## src/rtl/slm_pkg.sv

```systemverilog
// Shared types, codes and sizes for the sorted list merge core.
// No dependencies; slm_ctrl, slm_datapath and the top level use this package.
`default_nettype none
package slm_pkg;

    // list capacity and derived widths
    localparam int DEPTH  = 32;
    localparam int ADDR_W = (DEPTH > 1) ? $clog2(DEPTH) : 1;
    localparam int CNT_W  = $clog2(DEPTH + 1);
    localparam int DATA_W = 32;

    // operation codes
    localparam logic [1:0] OP_LOAD_A = 2'd0;
    localparam logic [1:0] OP_LOAD_B = 2'd1;
    localparam logic [1:0] OP_MERGE  = 2'd2;

    // result status codes
    localparam logic [1:0] ST_DATA    = 2'd0;
    localparam logic [1:0] ST_LOAD_OK = 2'd1;
    localparam logic [1:0] ST_DROPPED = 2'd2;
    localparam logic [1:0] ST_EMPTY   = 2'd3;

    // controller to datapath commands
    typedef struct packed {
        logic       wr_a;       // append to list A
        logic       wr_b;       // append to list B
        logic       rsp_load;   // emit a load response
        logic [1:0] rsp_status; // status of that response
        logic       rsp_empty;  // emit the empty merge response
        logic       step;       // emit one merged element and advance
    } t_cmd;

    // datapath to controller status
    typedef struct packed {
        logic full_a;
        logic full_b;
        logic both_empty;
        logic step_final;
    } t_stat;

endpackage
`default_nettype wire

```

## src/rtl/sorted_list_merge_core.sv

```systemverilog
// Top level of the sorted list merge core: controller plus datapath.
// Depends on slm_pkg, slm_ctrl, slm_datapath (and slm_ram below it).
//
//  channel  | handshake           | payload
//  ---------+---------------------+-----------------------------------
//  command  | i_start, o_busy     | i_op[1:0], i_value[31:0] signed
//  result   | o_valid (strobe)    | o_merged_value[31:0], o_last, o_status
//
// A load's response shows in the cycle after the transfer and busy stays
// low, so loads can follow back to back. A merge of N stored values holds
// busy through a prime state, which starts the list RAM reads, and a run
// state giving one element per cycle, set by the head compare feeding the next RAM address.
// A merge of two empty lists answers in the next cycle without going busy.
// Reset is synchronous, active low, and clears counts and control state.
// Results are never stalled: each is valid for exactly one cycle.
`default_nettype none
module sorted_list_merge_core (
    input  wire logic               i_clk,
    input  wire logic               i_rst_n,
    input  wire logic               i_start,
    output logic                    o_busy,
    input  wire logic [1:0]         i_op,
    input  wire logic signed [31:0] i_value,
    output logic                    o_valid,
    output logic signed [31:0]      o_merged_value,
    output logic                    o_last,
    output logic [1:0]              o_status
);

    slm_pkg::t_cmd  cmd;
    slm_pkg::t_stat stat;

    // sequence transfers and merge steps
    slm_ctrl u_ctrl (
        .i_clk   (i_clk),
        .i_rst_n (i_rst_n),
        .i_start (i_start),
        .i_op    (i_op),
        .i_stat  (stat),
        .o_cmd   (cmd),
        .o_busy  (o_busy)
    );

    // store lists and produce results
    slm_datapath u_datapath (
        .i_clk          (i_clk),
        .i_rst_n        (i_rst_n),
        .i_cmd          (cmd),
        .i_value        (i_value),
        .o_stat         (stat),
        .o_valid        (o_valid),
        .o_merged_value (o_merged_value),
        .o_last         (o_last),
        .o_status       (o_status)
    );

endmodule
`default_nettype wire

```

## src/rtl/slm_ram.sv

```systemverilog
// Generic single-write, single-read RAM with registered read data.
// No dependencies.
`default_nettype none
module slm_ram #(
    parameter int W = 32,
    parameter int D = 32
) (
    input  wire logic                            i_clk,
    input  wire logic                            i_we,
    input  wire logic [$clog2(D > 1 ? D : 2)-1:0] i_waddr,
    input  wire logic [W-1:0]                    i_wdata,
    input  wire logic [$clog2(D > 1 ? D : 2)-1:0] i_raddr,
    output logic      [W-1:0]                    o_rdata
);

    logic [W-1:0] r_mem [D];

    // write, then register the read word
    always_ff @(posedge i_clk) begin
        if (i_we) begin
            r_mem[i_waddr] <= i_wdata;
        end
        o_rdata <= r_mem[i_raddr];
    end

endmodule
`default_nettype wire

```

## src/rtl/slm_ctrl.sv

```systemverilog
// Controller state machine of the sorted list merge core.
// Depends on slm_pkg; drives commands into slm_datapath.
`default_nettype none
module slm_ctrl (
    input  wire logic          i_clk,
    input  wire logic          i_rst_n,
    input  wire logic          i_start,
    input  wire logic [1:0]    i_op,
    input  wire slm_pkg::t_stat i_stat,
    output slm_pkg::t_cmd      o_cmd,
    output logic               o_busy
);

    localparam logic [1:0] S_IDLE  = 2'd0;
    localparam logic [1:0] S_PRIME = 2'd1;
    localparam logic [1:0] S_RUN   = 2'd2;

    logic [1:0] r_state;
    logic [1:0] n_state;
    logic       accept;

    assign o_busy = (r_state != S_IDLE);
    assign accept = i_start && !o_busy;

    // decode the transfer and sequence the merge
    always_comb begin
        n_state = r_state;
        o_cmd   = '0;
        case (r_state)
            S_IDLE: begin
                if (accept) begin
                    case (i_op)
                        slm_pkg::OP_LOAD_A: begin
                            o_cmd.rsp_load   = 1'b1;
                            o_cmd.wr_a       = !i_stat.full_a;
                            o_cmd.rsp_status = i_stat.full_a ? slm_pkg::ST_DROPPED
                                                             : slm_pkg::ST_LOAD_OK;
                        end
                        slm_pkg::OP_LOAD_B: begin
                            o_cmd.rsp_load   = 1'b1;
                            o_cmd.wr_b       = !i_stat.full_b;
                            o_cmd.rsp_status = i_stat.full_b ? slm_pkg::ST_DROPPED
                                                             : slm_pkg::ST_LOAD_OK;
                        end
                        slm_pkg::OP_MERGE: begin
                            if (i_stat.both_empty) begin
                                o_cmd.rsp_empty = 1'b1;
                            end else begin
                                n_state = S_PRIME;
                            end
                        end
                        default: ;
                    endcase
                end
            end
            S_PRIME: begin
                // wait for the first heads to come out of the RAMs
                n_state = S_RUN;
            end
            S_RUN: begin
                o_cmd.step = 1'b1;
                if (i_stat.step_final) begin
                    n_state = S_IDLE;
                end
            end
            default: begin
                n_state = S_IDLE;
            end
        endcase
    end

    always_ff @(posedge i_clk) begin
        if (!i_rst_n) begin
            r_state <= S_IDLE;
        end else begin
            r_state <= n_state;
        end
    end

    // commands only flow while a transfer or a merge is under way
    a_step_only_run: assert property (@(posedge i_clk) disable iff (!i_rst_n)
        o_cmd.step |-> (r_state == S_RUN))
        else $error("merge step outside run state");
    a_prime_to_run: assert property (@(posedge i_clk) disable iff (!i_rst_n)
        (r_state == S_PRIME) |=> (r_state == S_RUN))
        else $error("prime state did not advance");

endmodule
`default_nettype wire

```

## src/rtl/slm_datapath.sv

```systemverilog
// Datapath of the sorted list merge core: list RAMs, counts, merge indices,
// head compare and the result register. Depends on slm_pkg and slm_ram.
`default_nettype none
module slm_datapath (
    input  wire logic                 i_clk,
    input  wire logic                 i_rst_n,
    input  wire slm_pkg::t_cmd        i_cmd,
    input  wire logic signed [31:0]   i_value,
    output slm_pkg::t_stat            o_stat,
    output logic                      o_valid,
    output logic signed [31:0]        o_merged_value,
    output logic                      o_last,
    output logic [1:0]                o_status
);

    logic [slm_pkg::CNT_W-1:0]  r_cnt_a, n_cnt_a, r_cnt_b, n_cnt_b;
    logic [slm_pkg::CNT_W-1:0]  r_i, n_i, r_j, n_j;
    logic [slm_pkg::DATA_W-1:0] rd_a, rd_b;
    logic [slm_pkg::CNT_W:0]    pos_next, total;
    logic                       a_live, b_live, take_a, final_step;

    logic                       r_valid, n_valid;
    logic [31:0]                r_value, n_value;
    logic                       r_last, n_last;
    logic [1:0]                 r_status, n_status;

    // list storage; the read address is the next value of the index, so the registered word matches the index
    slm_ram #(.W(slm_pkg::DATA_W), .D(slm_pkg::DEPTH)) u_ram_a (
        .i_clk   (i_clk),
        .i_we    (i_cmd.wr_a),
        .i_waddr (r_cnt_a[slm_pkg::ADDR_W-1:0]),
        .i_wdata (i_value),
        .i_raddr (n_i[slm_pkg::ADDR_W-1:0]),
        .o_rdata (rd_a)
    );

    slm_ram #(.W(slm_pkg::DATA_W), .D(slm_pkg::DEPTH)) u_ram_b (
        .i_clk   (i_clk),
        .i_we    (i_cmd.wr_b),
        .i_waddr (r_cnt_b[slm_pkg::ADDR_W-1:0]),
        .i_wdata (i_value),
        .i_raddr (n_j[slm_pkg::ADDR_W-1:0]),
        .o_rdata (rd_b)
    );

    // pick the smaller head; ties go to list B
    assign a_live     = (r_i < r_cnt_a);
    assign b_live     = (r_j < r_cnt_b);
    assign take_a     = a_live && (!b_live || ($signed(rd_a) < $signed(rd_b)));
    assign pos_next   = {1'b0, r_i} + {1'b0, r_j} + {{slm_pkg::CNT_W{1'b0}}, 1'b1};
    assign total      = {1'b0, r_cnt_a} + {1'b0, r_cnt_b};
    assign final_step = (pos_next == total);

    assign o_stat.full_a     = (r_cnt_a == slm_pkg::CNT_W'(slm_pkg::DEPTH));
    assign o_stat.full_b     = (r_cnt_b == slm_pkg::CNT_W'(slm_pkg::DEPTH));
    assign o_stat.both_empty = (r_cnt_a == '0) && (r_cnt_b == '0);
    assign o_stat.step_final = final_step;

    // advance counts and merge indices
    always_comb begin
        n_cnt_a = r_cnt_a;
        n_cnt_b = r_cnt_b;
        n_i     = r_i;
        n_j     = r_j;
        if (i_cmd.wr_a) begin
            n_cnt_a = r_cnt_a + 1'b1;
        end
        if (i_cmd.wr_b) begin
            n_cnt_b = r_cnt_b + 1'b1;
        end
        if (i_cmd.step) begin
            if (final_step) begin
                n_cnt_a = '0;
                n_cnt_b = '0;
                n_i     = '0;
                n_j     = '0;
            end else if (take_a) begin
                n_i = r_i + 1'b1;
            end else begin
                n_j = r_j + 1'b1;
            end
        end
    end

    // build the result for the next cycle
    always_comb begin
        n_valid  = 1'b0;
        n_value  = '0;
        n_last   = 1'b0;
        n_status = slm_pkg::ST_DATA;
        if (i_cmd.rsp_load) begin
            n_valid  = 1'b1;
            n_status = i_cmd.rsp_status;
        end else if (i_cmd.rsp_empty) begin
            n_valid  = 1'b1;
            n_last   = 1'b1;
            n_status = slm_pkg::ST_EMPTY;
        end else if (i_cmd.step) begin
            n_valid  = 1'b1;
            n_value  = take_a ? rd_a : rd_b;
            n_last   = final_step;
        end
    end

    always_ff @(posedge i_clk) begin
        if (!i_rst_n) begin
            r_cnt_a <= '0;
            r_cnt_b <= '0;
            r_i     <= '0;
            r_j     <= '0;
            r_valid <= 1'b0;
        end else begin
            r_cnt_a <= n_cnt_a;
            r_cnt_b <= n_cnt_b;
            r_i     <= n_i;
            r_j     <= n_j;
            r_valid <= n_valid;
        end
    end

    always_ff @(posedge i_clk) begin
        r_value  <= n_value;
        r_last   <= n_last;
        r_status <= n_status;
    end

    assign o_valid        = r_valid;
    assign o_merged_value = r_value;
    assign o_last         = r_last;
    assign o_status       = r_status;

    // a step always has an element left to take
    a_step_has_data: assert property (@(posedge i_clk) disable iff (!i_rst_n)
        i_cmd.step |-> (a_live || b_live))
        else $error("merge step with both lists exhausted");
    // both lists are empty right after the final step
    a_final_clears: assert property (@(posedge i_clk) disable iff (!i_rst_n)
        (i_cmd.step && final_step) |=> (r_cnt_a == '0 && r_cnt_b == '0))
        else $error("counts not cleared after merge");
    // a list never grows while it is being merged
    a_no_load_in_merge: assert property (@(posedge i_clk) disable iff (!i_rst_n)
        i_cmd.step |-> !(i_cmd.wr_a || i_cmd.wr_b))
        else $error("list write during merge");

endmodule
`default_nettype wire
```

## config.mk

```make
export PLATFORM = sky130hd
export DESIGN_NAME = sorted_list_merge_core
export DESIGN_NICKNAME = d
export VERILOG_FILES = /design/src/rtl/slm_pkg.sv /design/src/rtl/sorted_list_merge_core.sv /design/src/rtl/slm_ram.sv /design/src/rtl/slm_ctrl.sv /design/src/rtl/slm_datapath.sv
export SDC_FILE = /design/constraint.sdc
export NUM_CORES = 2
export LEC_CHECK = 0
export BUFFER_PORTS_ARGS = -buffer_cell sky130_fd_sc_hd__buf_2
export CORE_ASPECT_RATIO = 1.25
export CORE_MARGIN = 4
export CORE_UTILIZATION = 45
export CTS_CLUSTER_DIAMETER = 50
export DETAILED_ROUTE_END_ITERATION = 8
export PLACE_DENSITY = 0.61
export SLEW_MARGIN = 0
export SYNTH_ARGS = -nofsm -noshare
export SYNTH_HDL_FRONTEND = slang
export SYNTH_HIERARCHICAL = 1
export SYNTH_SLANG_ARGS = --single-unit
```

## constraint.sdc

```tcl
create_clock -name i_clk -period 9.75 [get_ports i_clk]
set_input_delay 0.975 -clock i_clk [delete_from_list [all_inputs] [get_ports i_clk]]
set_output_delay 0.975 -clock i_clk [all_outputs]
set_load 0.05 [all_outputs]
```

==> results <==
- The cell area after placement is 88,800 um^2.
- The final sum of negative setup slack is 0 ns.
- The placer congestion estimate is 0.876.
- Of all nets on the critical path, the largest fanout is 58.
- The number of buffers and inverters on the critical path is 2.
- The synthesis-to-finish area growth is 11.5%.
- The cell type with the largest total area after synthesis is edfxtp_1.
- Of the total power, registers draw 0.565.
- The final layout net count is 5,292.
- The worst register-to-register path ends at u_datapath/u_ram_b/o_rdata[15].
- The number of levels in the clock H-tree is 4.
- The clock tree from TritonCTS is built.
- After synthesis, the cell types taking the most area are edfxtp_1, mux2i_1, dfxtp_1, a22oi_1, a21oi_1.
- The post-route cell area is 95,000 um^2.
- The register area share after synthesis is 0.751.
- The cell family contributing the most delay on the critical path is simple AND/OR/NAND/NOR gates.
- The Yosys warning count is 6.
- The maximum vdd drop is 0.185 mV.
- The HPWL reported at the end of detailed placement is 114,000 um.
- The via count of the first global-routing pass is 44,455.
- The clock-pin slew of the registers on the worst-case setup and hold paths is 0.07 ns.
- For flop-to-flop paths, the worst setup slack is 3.37 ns.
- The most critical setup path has its startpoint at u_datapath/u_ram_a/o_rdata[30].
- Synthesis instantiated 69 different standard cells from the library.
- The worst reg2reg path depth is 16.
- The global-route usage over all layers is 0.222.
- The net count of the mapped netlist is 5,155.
- The switching power as a share of total power is 0.202.
- The analysis attributes to net switching a power of 3.67 mW.
- The number of core rows is 178.
- The number of cells upsized or downsized after cts is 0.
- The floorplan die height is 495 um.
- The effective utilization at floorplan is 0.453.
- Measured on the finished design, the core utilization comes to 0.505.
- The portion of netlist area occupied by mux cells is 0.121.
- The setup path with the least slack is of type reg2reg.
- The number of cells produced by synthesis is 5,057.
- The die area is 196,000 um^2.
- After detailed routing, the total wire length is 222,000 um.
- The shortest clock period the worst path allows after layout is 6.38 ns.
- The basic-gate share of the synthesized area counting and, or, nand and nor cells is 0.0403.
- The number of storage elements in the synthesis netlist is 2,174.
- The number of clock sinks seen by CTS is 2,174.
- The hold path startpoint is i_op[1].
- The region available for standard cell placement spans 188,000 um^2.
- The maximum number of pins on one net before global-route repair is 138.
- Internal power comes to 14.5 mW.
- Setup repair after global routing left no endpoint under its margin.
- The number of fill cells is 15,276.
- The worst setup path is launched from a flop.
- Input and output buffers added on the ports amount to 73.
- Of the total power, the clock network draws 0.408.
- Max-cap violations in this run came to 0.
- The XOR/XNOR share of the synthesized area is 0.00267.
- The share of the synthesized area in the top cell type is 0.722.
- The startpoint identified for the worst register-to-register timing path is u_datapath/u_ram_a/o_rdata[30].
- In this run the worst hold path is classified as in2reg.
- 74 I/O pins were placed.
- The period utilization is 0.654.
- The count of final max-slew check failures came to 0.
- Once the clock tree was built, the setup fixing pass inserted 0 buffers.
- Clock tree synthesis inserted a total of 196 buffers.
- The leakage component of the power is 28.8 nW.
- The share of post-route cells with drive strength above 1 is 0.109.
- The fmax is 157 MHz.
- The vias per cell is 5.81.
- The hold slack is 0.448 ns.
- Setup violations remaining at the end of the flow were counted as 0.
- The clock latency reported for the late side of the worst-skew pair is 0.82 ns.
- The count of cells along the worst hold path is 3.
- Of the total synthesized cell area, the portion taken by full adders, half adders and majority gates is 0.00913.
- The post-synthesis instance area is 85,200 um^2.
- The post-detailed-route wirelength per cell is 28.1 um.
- The first detailed-routing pass took 6 iterations.
- The die is 397 um wide.
- The post-route non-filler standard cell count is 7,887.
- The count of endpoints failing hold in the final timing report is 0.
- The global-route congestion overflow total is 0.
- The dominant combinational cell family by area after synthesis is multiplexers.
- The signal arrival time at the worst endpoint is 6.92 ns.
- The share of total power dissipated in combinational logic is 0.026.
- Once placement completed, the tool counted placed cells totaling 7,516.
- The synthesized-area fraction occupied by ao, oa, aoi and oai cells was 0.0545.
- In this design, the critical path's most frequently occurring cell is nand3_1.
- The end point of the most critical hold path is u_ctrl/r_state[0].
- The critical path capture point type is a flop.
- The root buffer cell chosen for the clock tree is clkbuf_16.
- The worst-case headroom to the max-slew limit is 0.202.
- The delay of the slowest cell on the worst path is 0.88 ns.
- After detailed routing, the number of remaining DRC violations is 0.
- After clock tree synthesis, the flow added hold-fix buffers numbering 0.
- The number of antenna violations at the first check in global routing is 12.
- The remaining number of nets flagged by the antenna check after routing is 0.
- The flow ran to the end, and the final reports show no timing, DRC or antenna violations.
- Summing all multi-input logic gate instances after layout gives 19,900 um^2.
- The largest individual stage delay along the critical path comes from the cell and2_4.
- The detailed router placed 45,862 vias in this run.
- At the worst endpoint, the required time is 10.29 ns.
- The signal on the critical path passes through ha_1, a21oi_1, nand2_1, a221o_1, a211o_1, a221oi_2, and2_1, buf_4, nand3_1, nand3_1, and2_4, buf_4, a22o_1, nor3_1, a31oi_1, nand3_1.
- The maximum buffer depth of the clock tree is 3.
- The first global-routing pass estimated 315,000 um of wire.
- A synthesized cell averages 16.9 um^2.
- The number of flops mapped to enable cells by yosys is 2,048.
- For this run, asynchronously set or reset flops after synthesis account for 0.
- The setup skew after layout is 0.0276 ns.
- The power density of the placed cells is 191 nW/um^2.
- The storage element area is 64,000 um^2.
- In the synthesized netlist the dominant register cell turns out to be edfxtp_1.
- The pin slew with the least headroom to its limit is 1.20 ns.
- The starting DRC count in detailed routing is 4,831.
==> power by group through the flow <==
| stage | Clock (mW) | Sequential [mW] | Combinational (mW) |
|---|---|---|---|
| finish | 7.40 | 10.3 | 0.479 |
| detailed placement | 0 | 10.5 | 0.477 |
| global route | 7.92 | 10.2 | 0.513 |
| CTS | 7.54 | 10.3 | 0.478 |
| global placement | 0 | 10.5 | 0.469 |
| floorplan | 0 | 10.4 | 0.207 |
==> worst register-to-register path, stage by stage, from the launching register on <==
cell and delay [ns]:
dfxtp_1 0.45, ha_1 0.30, a21oi_1 0.17, nand2_1 0.07, a221o_1 0.34, a211o_1 0.33
a221oi_2 0.43, and2_1 0.19, buf_4 0.41, nand3_1 0.19, nand3_1 0.28, and2_4 0.88
buf_4 0.80, a22o_1 0.30, nor3_1 0.06, a31oi_1 0.43, nand3_1 0.48
==> worst max path at each step <==
| stage | slack (ns) | endpoint | cells past startpoint |
|---|---|---|---|
| CTS | 3.43 | u_datapath/u_ram_b/o_rdata[15] | 16 |
| finish | 3.37 | u_datapath/u_ram_b/o_rdata[15] | 16 |
| detailed placement | 3.42 | u_datapath/u_ram_b/o_rdata[15] | 16 |
| global route | 3.03 | u_datapath/u_ram_b/o_rdata[9] | 17 |
| floorplan | 5.35 | u_datapath/u_ram_b/r_mem[12][0] | 5 |
| global placement | 3.37 | u_datapath/u_ram_b/o_rdata[15] | 16 |
==> kinds of logic after synthesis <==
group,after synthesis
fa+ha+maj,61
buf+inv,328
flops,2174
xor+xnor,26
simple gates,748
compound gates,692
mux,1028
==> metal layers <==
metal  part of all wire  track usage  vias to the layer above
met2               0.47        0.357                     1635
met3              0.068       0.0349                      296
met5            0.00023            0                        -
li1                   -            -                    20075
met1               0.43        0.314                    23850
met4              0.028       0.0636                        6
==> placed cells by master (no fill, tap or decap), types with 50 or more instances in the layout <==
master	count
edfxtp_1	2048
mux2i_1	1028
nand2_1	289
a21oi_1	249
nand3_1	209
clkbuf_16	200
a22oi_1	192
a22o_1	128
buf_4	127
dfxtp_1	126
buf_2	73
nor3_1	73
a31oi_1	69
nor2_4	66
ha_1	59
inv_1	55
clkbuf_1	50
==> cell usage after synthesis (5+ instances only) <==
cell type,n
nand4_1,16
a31oi_1,69
nand2_1,289
buf_6,33
ha_1,59
buf_2,56
xnor2_1,19
nor2_1,97
nor3_1,73
buf_1,10
or3b_2,6
o21a_1,5
a22oi_1,192
mux2i_1,1028
buf_4,67
clkbuf_1,102
edfxtp_1,2048
a21oi_1,251
and2_1,5
or3_1,5
xor2_1,7
dfxtp_1,126
nand2b_1,11
nand3_1,209
inv_1,55
o21ai_0,15
a22o_1,128
nand3b_1,12
==> registers in the layout (all words and copies together), names as in the netlist <==
register,cells
u_datapath/r_j,6
u_datapath/r_cnt_a,6
u_ctrl/r_state,2
u_datapath/u_ram_a/o_rdata,32
u_datapath/u_ram_b/o_rdata,32
u_datapath/o_valid,1
u_datapath/o_merged_value,32
u_datapath/r_i,6
u_datapath/u_ram_a/r_mem,1024
u_datapath/r_cnt_b,6
u_datapath/o_status,2
u_datapath/u_ram_b/r_mem,1024
u_datapath/o_last,1
==> per-stage QoR <==
step	setup slack, ns	power, mW
2_1_floorplan	5.35	10.7
3_3_place_gp	3.37	10.9
3_5_place_dp	3.42	10.9
4_1_cts	3.43	18.3
5_1_grt	3.03	18.7
6_report	3.37	18.1
==> area by class of cell <==
cell class,count,area share
antenna,14,0.000369
tap,2520,0.0332
clock inverter,92,0.00763
timing repair buffer,211,0.0162
inverter,56,0.00221
clock buffer,265,0.0568
multi-input combinational,2555,0.210
sequential,2174,0.674
Note: power is estimated with default switching activity, not from simulation.
